==> config.mk <==
export PLATFORM = sky130hd
export DESIGN_NAME = multidrop_frame_receiver_flat
export DESIGN_NICKNAME = d
export VERILOG_FILES = /design/src/hw/rtl/mfr_pkg.sv /design/src/hw/rtl/mfr_rx_if.sv /design/src/hw/rtl/mfr_res_if.sv /design/src/hw/rtl/mfr_parser.sv /design/src/hw/rtl/multidrop_frame_receiver.sv /design/src/flat_wrapper.sv
export SDC_FILE = /design/constraint.sdc
export NUM_CORES = 1
export LEC_CHECK = 0
export BUFFER_PORTS_ARGS = -buffer_cell sky130_fd_sc_hd__buf_2
export CAP_MARGIN = 10
export CORE_ASPECT_RATIO = 1.2
export CORE_UTILIZATION = 38
export CTS_CLUSTER_DIAMETER = 200
export DETAILED_ROUTE_END_ITERATION = 10
export PLACE_DENSITY_LB_ADDON = 0.1
export SYNTH_ARGS = -nofsm -noshare
export SYNTH_HDL_FRONTEND = slang
export SYNTH_SLANG_ARGS = --single-unit
==> constraint.sdc <==
create_clock -name i_clk -period 7.2 [get_ports i_clk]
set_input_delay 2.16 -clock i_clk [delete_from_list [all_inputs] [get_ports i_clk]]
set_output_delay 2.16 -clock i_clk [all_outputs]
set_load 0.01 [all_outputs]
==> src/hw/rtl/mfr_pkg.sv <==
// shared types and constants of the multidrop frame receiver
// no dependencies; used by the channel interfaces, mfr_parser and the top level
package mfr_pkg;

    localparam int BYTE_W     = 8;
    localparam int HDR_DEPTH  = 6;
    localparam int HDR_IDX_W  = 3;
    localparam int IDX_W      = 3;
    localparam int STATUS_W   = 2;

    localparam int MAX_DATA_DEF = 8;

    localparam logic [BYTE_W-1:0] BROADCAST_ADDR = 8'hFF;
    localparam logic [BYTE_W-1:0] OWN_ADDR_RST   = 8'd3;

    // header slots in arrival order
    localparam int HDR_DEST = 0;
    localparam int HDR_SRC  = 1;
    localparam int HDR_SEQ  = 2;
    localparam int HDR_CMD  = 3;
    localparam int HDR_CHAN = 4;
    localparam int HDR_SIZE = 5;

    typedef enum logic [3:0] {
        PH_IDLE  = 4'd0,
        PH_SRC   = 4'd1,
        PH_SEQ   = 4'd2,
        PH_CMD   = 4'd3,
        PH_CHAN  = 4'd4,
        PH_SIZE  = 4'd5,
        PH_DATA  = 4'd6,
        PH_CHECK = 4'd7
    } t_phase;

    typedef enum logic {
        KIND_DATA  = 1'b0,
        KIND_FRAME = 1'b1
    } t_kind;

    typedef enum logic [STATUS_W-1:0] {
        ST_GOOD     = 2'd0,
        ST_CHECKSUM = 2'd1,
        ST_SIZE     = 2'd2
    } t_status;

    typedef logic [HDR_DEPTH-1:0][BYTE_W-1:0] t_hdr;

    typedef struct packed {
        t_kind             kind;
        t_hdr              hdr;
        logic [BYTE_W-1:0] data;
        logic [IDX_W-1:0]  index;
        t_status           status;
    } t_result;

endpackage

==> src/hw/rtl/mfr_rx_if.sv <==
// receive channel: one 9-bit serial word per beat
// depends on mfr_pkg for the byte width
interface mfr_rx_if;
    logic                      valid;
    logic                      ready;
    logic [mfr_pkg::BYTE_W-1:0] rx_byte;
    logic                      address_mark;

    modport source (output valid, rx_byte, address_mark, input ready);
    modport sink   (input valid, rx_byte, address_mark, output ready);
endinterface

==> src/hw/rtl/mfr_res_if.sv <==
// result channel: one payload byte or one end-of-frame report per beat
// depends on mfr_pkg for field widths
interface mfr_res_if;
    logic                        valid;
    logic                        ready;
    logic                        result_kind;
    logic [mfr_pkg::BYTE_W-1:0]   dest_address;
    logic [mfr_pkg::BYTE_W-1:0]   source_address;
    logic [mfr_pkg::BYTE_W-1:0]   sequence_id;
    logic [mfr_pkg::BYTE_W-1:0]   command_code;
    logic [mfr_pkg::BYTE_W-1:0]   channel_number;
    logic [mfr_pkg::BYTE_W-1:0]   payload_size;
    logic [mfr_pkg::BYTE_W-1:0]   data_byte;
    logic [mfr_pkg::IDX_W-1:0]    data_index;
    logic [mfr_pkg::STATUS_W-1:0] frame_status;

    modport source (
        output valid, result_kind, dest_address, source_address, sequence_id,
               command_code, channel_number, payload_size, data_byte,
               data_index, frame_status,
        input  ready
    );
    modport sink (
        input  valid, result_kind, dest_address, source_address, sequence_id,
               command_code, channel_number, payload_size, data_byte,
               data_index, frame_status,
        output ready
    );
endinterface

==> src/hw/rtl/mfr_parser.sv <==
// frame parser: phase tracking, header capture, running checksum, result forming
// depends on mfr_pkg; instantiated by multidrop_frame_receiver
module mfr_parser #(
    parameter int MAX_DATA = mfr_pkg::MAX_DATA_DEF
) (
    input  logic                        i_clk,
    input  logic                        i_rst_n,
    input  logic                        i_step,
    input  logic [mfr_pkg::BYTE_W-1:0]  i_byte,
    input  logic                        i_mark,
    input  logic [mfr_pkg::BYTE_W-1:0]  i_own_address,
    output logic                        o_res_valid,
    output mfr_pkg::t_result            o_res
);
    import mfr_pkg::*;

    localparam int CNT_RAW = $clog2(MAX_DATA + 1);
    localparam int CNT_W   = (CNT_RAW < IDX_W) ? IDX_W : CNT_RAW;

    t_phase             r_phase, n_phase;
    logic [BYTE_W-1:0]  r_sum, n_sum;
    t_hdr               r_hdr, n_hdr;
    logic [CNT_W-1:0]   r_count, n_count;
    logic               addr_hit;

    assign addr_hit = (i_byte == i_own_address) || (i_byte == BROADCAST_ADDR);

    // next state and result for the beat in the input register
    always_comb begin
        n_phase     = r_phase;
        n_sum       = r_sum;
        n_hdr       = r_hdr;
        n_count     = r_count;
        o_res_valid = 1'b0;
        o_res.kind  = KIND_DATA;
        o_res.data  = '0;
        o_res.index = '0;
        o_res.status = ST_GOOD;
        if (i_step) begin
            if (i_mark) begin
                // address byte: restart on a hit, drop the frame otherwise
                if (addr_hit) begin
                    n_hdr[HDR_DEST] = i_byte;
                    n_sum           = i_byte;
                    n_count         = '0;
                    n_phase         = PH_SRC;
                end else begin
                    n_phase = PH_IDLE;
                end
            end else begin
                case (r_phase)
                    PH_SRC, PH_SEQ, PH_CMD, PH_CHAN, PH_SIZE: begin
                        n_hdr[r_phase[HDR_IDX_W-1:0]] = i_byte;
                        n_sum = r_sum + i_byte;
                        if (r_phase == PH_SIZE) begin
                            n_count = '0;
                            if (i_byte > BYTE_W'(MAX_DATA)) begin
                                o_res_valid  = 1'b1;
                                o_res.kind   = KIND_FRAME;
                                o_res.status = ST_SIZE;
                                n_phase      = PH_IDLE;
                            end else if (i_byte == '0) begin
                                n_phase = PH_CHECK;
                            end else begin
                                n_phase = PH_DATA;
                            end
                        end else begin
                            n_phase = t_phase'(r_phase + 4'd1);
                        end
                    end
                    PH_DATA: begin
                        o_res_valid = 1'b1;
                        o_res.kind  = KIND_DATA;
                        o_res.data  = i_byte;
                        o_res.index = r_count[IDX_W-1:0];
                        n_sum       = r_sum + i_byte;
                        n_count     = r_count + 1'b1;
                        if (BYTE_W'(n_count) >= r_hdr[HDR_SIZE]) begin
                            n_phase = PH_CHECK;
                        end
                    end
                    PH_CHECK: begin
                        o_res_valid  = 1'b1;
                        o_res.kind   = KIND_FRAME;
                        o_res.status = (~r_sum == i_byte) ? ST_GOOD : ST_CHECKSUM;
                        n_phase      = PH_IDLE;
                    end
                    default: begin
                        n_phase = PH_IDLE;
                    end
                endcase
            end
        end
        o_res.hdr = n_hdr;
    end

    // frame control state
    always_ff @(posedge i_clk) begin
        if (!i_rst_n) begin
            r_phase <= PH_IDLE;
            r_sum   <= '0;
            r_count <= '0;
        end else begin
            r_phase <= n_phase;
            r_sum   <= n_sum;
            r_count <= n_count;
        end
    end

    // header bytes, only read once written in the current frame
    always_ff @(posedge i_clk) begin
        r_hdr <= n_hdr;
    end

    a_count_bound: assert property (@(posedge i_clk) disable iff (!i_rst_n)
        r_count <= CNT_W'(MAX_DATA))
        else $error("payload count beyond limit");

    a_data_pending: assert property (@(posedge i_clk) disable iff (!i_rst_n)
        (r_phase == PH_DATA) |-> (BYTE_W'(r_count) < r_hdr[HDR_SIZE]))
        else $error("payload phase with no bytes left");

    a_size_abort_src: assert property (@(posedge i_clk) disable iff (!i_rst_n)
        (o_res_valid && o_res.status == ST_SIZE) |-> (r_phase == PH_SIZE && !i_mark))
        else $error("size abort outside size byte");

    a_frame_end_idle: assert property (@(posedge i_clk) disable iff (!i_rst_n)
        (o_res_valid && o_res.kind == KIND_FRAME) |=> (r_phase == PH_IDLE))
        else $error("frame result did not close the frame");

endmodule

==> src/hw/rtl/multidrop_frame_receiver.sv <==
// top level of the multidrop frame receiver: input register, parser, result register
// depends on mfr_pkg, mfr_rx_if, mfr_res_if and mfr_parser
//
// Takes one 9-bit serial word per beat and sustains one beat per clock cycle
// while the result side keeps taking results. A word is captured in an input
// register, parsed there by mfr_parser, and its result (a payload byte or an
// end-of-frame report) lands in the result register that drives o_res. The
// input register holds a word while the result register waits, so the
// receive side keeps going for one more beat under a stalled result side.
// Frames start on an address-marked byte equal to own_address (reset 3) or
// the broadcast address 255; write own_address only while the block is idle.
// Payload longer than MAX_DATA aborts the frame with a size-error report.
module multidrop_frame_receiver #(
    parameter int MAX_DATA = mfr_pkg::MAX_DATA_DEF
) (
    input  logic                       i_clk,
    input  logic                       i_rst_n,
    input  logic                       i_cfg_we,
    input  logic [mfr_pkg::BYTE_W-1:0] i_cfg_wdata,
    mfr_rx_if.sink                     i_rx,
    mfr_res_if.source                  o_res
);
    import mfr_pkg::*;

    logic              r_in_valid;
    logic [BYTE_W-1:0] r_in_byte;
    logic              r_in_mark;
    logic [BYTE_W-1:0] r_own_address;
    logic              r_out_valid;
    t_result           r_out;
    logic              out_free;
    logic              step;
    logic              res_valid;
    t_result           res;

    // result register is free when empty or being taken
    assign out_free   = !r_out_valid || o_res.ready;
    assign step       = r_in_valid && out_free;
    assign i_rx.ready = !r_in_valid || out_free;

    // own address register
    always_ff @(posedge i_clk) begin
        if (!i_rst_n) begin
            r_own_address <= OWN_ADDR_RST;
        end else if (i_cfg_we) begin
            r_own_address <= i_cfg_wdata;
        end
    end

    // input register
    always_ff @(posedge i_clk) begin
        if (!i_rst_n) begin
            r_in_valid <= 1'b0;
        end else if (i_rx.valid && i_rx.ready) begin
            r_in_valid <= 1'b1;
        end else if (step) begin
            r_in_valid <= 1'b0;
        end
    end

    always_ff @(posedge i_clk) begin
        if (i_rx.valid && i_rx.ready) begin
            r_in_byte <= i_rx.rx_byte;
            r_in_mark <= i_rx.address_mark;
        end
    end

    mfr_parser #(
        .MAX_DATA (MAX_DATA)
    ) u_parser (
        .i_clk         (i_clk),
        .i_rst_n       (i_rst_n),
        .i_step        (step),
        .i_byte        (r_in_byte),
        .i_mark        (r_in_mark),
        .i_own_address (r_own_address),
        .o_res_valid   (res_valid),
        .o_res         (res)
    );

    // result register
    always_ff @(posedge i_clk) begin
        if (!i_rst_n) begin
            r_out_valid <= 1'b0;
        end else if (out_free) begin
            r_out_valid <= step && res_valid;
        end
    end

    always_ff @(posedge i_clk) begin
        if (step && res_valid) begin
            r_out <= res;
        end
    end

    // result beat fields
    assign o_res.valid          = r_out_valid;
    assign o_res.result_kind    = r_out.kind;
    assign o_res.dest_address   = r_out.hdr[HDR_DEST];
    assign o_res.source_address = r_out.hdr[HDR_SRC];
    assign o_res.sequence_id    = r_out.hdr[HDR_SEQ];
    assign o_res.command_code   = r_out.hdr[HDR_CMD];
    assign o_res.channel_number = r_out.hdr[HDR_CHAN];
    assign o_res.payload_size   = r_out.hdr[HDR_SIZE];
    assign o_res.data_byte      = r_out.data;
    assign o_res.data_index     = r_out.index;
    assign o_res.frame_status   = r_out.status;

endmodule
==> src/flat_wrapper.sv <==
// flat-port wrapper written by rule: the top's interface ports become plain ports
module multidrop_frame_receiver_flat import mfr_pkg::*;
#(
    parameter int MAX_DATA = mfr_pkg::MAX_DATA_DEF
)
  (i_clk, i_rst_n, i_cfg_we, i_cfg_wdata, i_rx_valid, i_rx_rx_byte, i_rx_address_mark, i_rx_ready, o_res_valid, o_res_result_kind, o_res_dest_address, o_res_source_address, o_res_sequence_id, o_res_command_code, o_res_channel_number, o_res_payload_size, o_res_data_byte, o_res_data_index, o_res_frame_status, o_res_ready);
  mfr_rx_if i_rx_i ();
  mfr_res_if o_res_i ();
  input  logic i_clk;
  input  logic i_rst_n;
  input  logic i_cfg_we;
  input  logic [mfr_pkg::BYTE_W-1:0] i_cfg_wdata;
  input wire logic [$bits(i_rx_i.valid)-1:0] i_rx_valid;
  input wire logic [$bits(i_rx_i.rx_byte)-1:0] i_rx_rx_byte;
  input wire logic [$bits(i_rx_i.address_mark)-1:0] i_rx_address_mark;
  output wire logic [$bits(i_rx_i.ready)-1:0] i_rx_ready;
  output wire logic [$bits(o_res_i.valid)-1:0] o_res_valid;
  output wire logic [$bits(o_res_i.result_kind)-1:0] o_res_result_kind;
  output wire logic [$bits(o_res_i.dest_address)-1:0] o_res_dest_address;
  output wire logic [$bits(o_res_i.source_address)-1:0] o_res_source_address;
  output wire logic [$bits(o_res_i.sequence_id)-1:0] o_res_sequence_id;
  output wire logic [$bits(o_res_i.command_code)-1:0] o_res_command_code;
  output wire logic [$bits(o_res_i.channel_number)-1:0] o_res_channel_number;
  output wire logic [$bits(o_res_i.payload_size)-1:0] o_res_payload_size;
  output wire logic [$bits(o_res_i.data_byte)-1:0] o_res_data_byte;
  output wire logic [$bits(o_res_i.data_index)-1:0] o_res_data_index;
  output wire logic [$bits(o_res_i.frame_status)-1:0] o_res_frame_status;
  input wire logic [$bits(o_res_i.ready)-1:0] o_res_ready;
  assign i_rx_i.valid = i_rx_valid;
  assign i_rx_i.rx_byte = i_rx_rx_byte;
  assign i_rx_i.address_mark = i_rx_address_mark;
  assign i_rx_ready = i_rx_i.ready;
  assign o_res_valid = o_res_i.valid;
  assign o_res_result_kind = o_res_i.result_kind;
  assign o_res_dest_address = o_res_i.dest_address;
  assign o_res_source_address = o_res_i.source_address;
  assign o_res_sequence_id = o_res_i.sequence_id;
  assign o_res_command_code = o_res_i.command_code;
  assign o_res_channel_number = o_res_i.channel_number;
  assign o_res_payload_size = o_res_i.payload_size;
  assign o_res_data_byte = o_res_i.data_byte;
  assign o_res_data_index = o_res_i.data_index;
  assign o_res_frame_status = o_res_i.frame_status;
  assign o_res_i.ready = o_res_ready;
  multidrop_frame_receiver #(.MAX_DATA(MAX_DATA)) u_core (.i_clk(i_clk), .i_rst_n(i_rst_n), .i_cfg_we(i_cfg_we), .i_cfg_wdata(i_cfg_wdata), .i_rx(i_rx_i), .o_res(o_res_i));
endmodule
==> metrics.txt <==
core box area around 15000 µm²; DRT Pass-1 Iters 4; largest family of logic cells by synthesized area multiplexers; drt via density a little under 5; most frequent cells in the layout buf_2, dfxtp_1, edfxtp_1; drt wl/cell 16.91 µm; Max-Cap Viols 0; yosys warns 0; Worst Hold Class flip-flop to flip-flop; GRT Total Usage 16.81%; worst setup path start o_res_ready; Mapped Area about 5800 µm²; CTS Buffer Depth 2; # nets final approximately 560; Worst Setup Path Type primary input to primary output; CP arrival between 2 and 3 ns; CP endpoint kind primary output; VDD IR-drop max between 0.1 and 0.15 mV; I/O pin cnt 86; sequential area share after synthesis 62.48%; outcome completed; initial core utilization 38.82%; Rel. slew slack 42.96%; first-pass GRT wire length 19.40 mm; max frequency around 0.21 GHz; gpl congestion between 0.8 and 0.9; CP Launch Type primary input; clk slew on worst S/H paths about 0.060 ns; overall power between 1.5 and 2 mW; HP Start u_core.u_parser.r_hdr[9]$_DFF_P_; antenna violations before repair 0; CP Max Fanout 3; diodes inserted 0; ys flop type dfxtp_1; RSZ-0062 raised after global routing no; ys async rst share 0%; #FFs+latches synth about 150; compound-cell area share of the yosys netlist 7.508%; flop2flop setup slack about 3.8 ns; PnR worst setup slack 2.448 ns; Non-Filler Instances between 700 and 800; Post-CTS Setup Inserts 0; Post-route DRC 0; number of buffers created by CTS 17; Routed Antenna Nets 0; worst slew pin tran between 0.8 and 0.9 ns; dpl ws between 2 and 2.5 ns; layout cell share with drive strength beyond 1 around a third; Fin Clk Skew 0.007661 ns; Slew Limit Fails 0; Mapped Cells around 440; die height approximately 140 µm; CTS root buffer clkbuf_16; H-tree depth 4; port buffer count 85; multiplexer share of the synthesized area 11.94%; initial drt markers between 100 and 150; Synth Net Count between 400 and 500; Simple-Gate Fraction of Synth Area 9.931%; Core Util, Final a little under half; Post-Route WL 12.53 mm; vias in the first global route between 3000 and 4000; Period Utilization, post-route between 60% and 70%; Sink Count 145; placed cell count a little over 700; post-synthesis adder-cell area fraction about 3.8%; dpl hpwl between 8 and 9 mm; Post-Synth XOR/XNOR Area under 10%; post-synth cell types 52; post-cts sizing count 0; final count of hold timing violations 0; die span in x about 110 µm; Rows slightly below 50; Post-synth EDFFs 71; Pleak between 2 and 3 nW; Post-Syn Area per Cell about 13 µm²; max reg flops 48; power per cell area between 200 and 300 nW/µm²; most common cell after layout, fill and taps aside buf_2; hold buffers post-CTS 0; minimum clock period ~4.8 ns; Worst EP required 5.04 ns; setup_tns 0 ns; largest net degree at the start of global routing 40; grt total ovfl 0; P&R area growth vs syn 21.05%; clock latency on the worst-skew pair approximately 0.41 ns; CTS tree built; Top reg by flops u_core.u_parser.r_hdr; reg2reg start u_core.u_parser.r_phase[2]$_SDFFE_PN0P_; Setup-failing EPs final 0; die area between 15000 and 20000 µm²; via count approximately 3700
power by group:
part	switching [mW]	total, mW	leakage (nW)	internal (mW)
Clock	0.336	0.893	0.286	0.558
Sequential	0.0306	0.921	1.30	0.890
Combinational	0.0343	0.0710	1.20	0.0367
Total	0.401	1.89	2.78	1.48
final timing paths:
path              cells after the start                                      to
hold / removal                        1        u_core.u_parser.r_hdr[9]$_DFF_P_
hold reg to reg                       1        u_core.u_parser.r_hdr[9]$_DFF_P_
setup / recovery                      4                              i_rx_ready
setup reg to reg                      4  u_core.o_res.payload_size[2]$_DFFE_PP_
worst max-delay path: stages:
cell	delay [ns]
buf_2	0.10
inv_1	0.06
nand3_1	0.11
buf_2	0.16
per-stage QoR:
stage / cell area [µm²] / hold slack (ns)
floorplan: 5783 / 0.4461
global placement: 6395 / 0.4528
detailed placement: 6395 / 0.4584
CTS: 7000 / 0.4733
global route: 7000 / 0.4845
finish: 7000 / 0.4711
cells in the mapped netlist (2+ instances only):
cell type  number  area share (%)
nor4_1          5            0.54
nand2_1        14            0.91
nand3b_1        2            0.26
and2_1         13             1.4
o21ai_0        10            0.87
mux2i_1        15             2.6
or4_1           5            0.65
buf_2           4            0.35
o211ai_1        2            0.26
o21a_1          3            0.39
nand2b_1        6            0.65
a21oi_1        19             1.6
a211oi_1        6            0.78
ha_1           16             3.5
xnor2_1        10             1.5
nor3b_1         2            0.26
nand4_1         5            0.54
edfxtp_1       71              37
o31a_1          3            0.45
inv_1          12            0.78
a31oi_1         3            0.32
clkbuf_1       17             1.1
nor3_4          2            0.56
nor3_1          5            0.43
nor2b_1         4            0.43
o31ai_1         3            0.39
mux2_2         48             9.3
dfxtp_1        74              26
nor2_1         29             1.9
nand3_1         6            0.52
a21o_1          4            0.52
xor2_1          3            0.45
logic make-up after synthesis:
family	after synthesis
adder cells (fa/ha/maj)	17
buffers and inverters	35
AND/OR/NAND/NOR	103
XOR/XNOR	13
flip-flops	145
multiplexers	63
AO/OA/AOI/OAI	65
cell type report:
| cell class | count | area (µm²) |
|---|---|---|
| multi-input combinational | 261 | 2044 |
| clock buffer | 21 | 450.4 |
| inverter | 13 | 48.80 |
| timing repair buffer | 86 | 432.9 |
| tap | 204 | 255.2 |
| fill | 1389 | 7898 |
| clock inverter | 11 | 155.1 |
| sequential | 145 | 3613 |
layer usage:
metal  vias up  track usage (%)  wire length [µm]
li1       1795                -                 -
met1      1786            19.82              5453
met2        82            29.36              6377
met3        18            3.764               465
met4         0            7.143               235
met5         -                0                 0
Power figures use the tool's default switching activity.
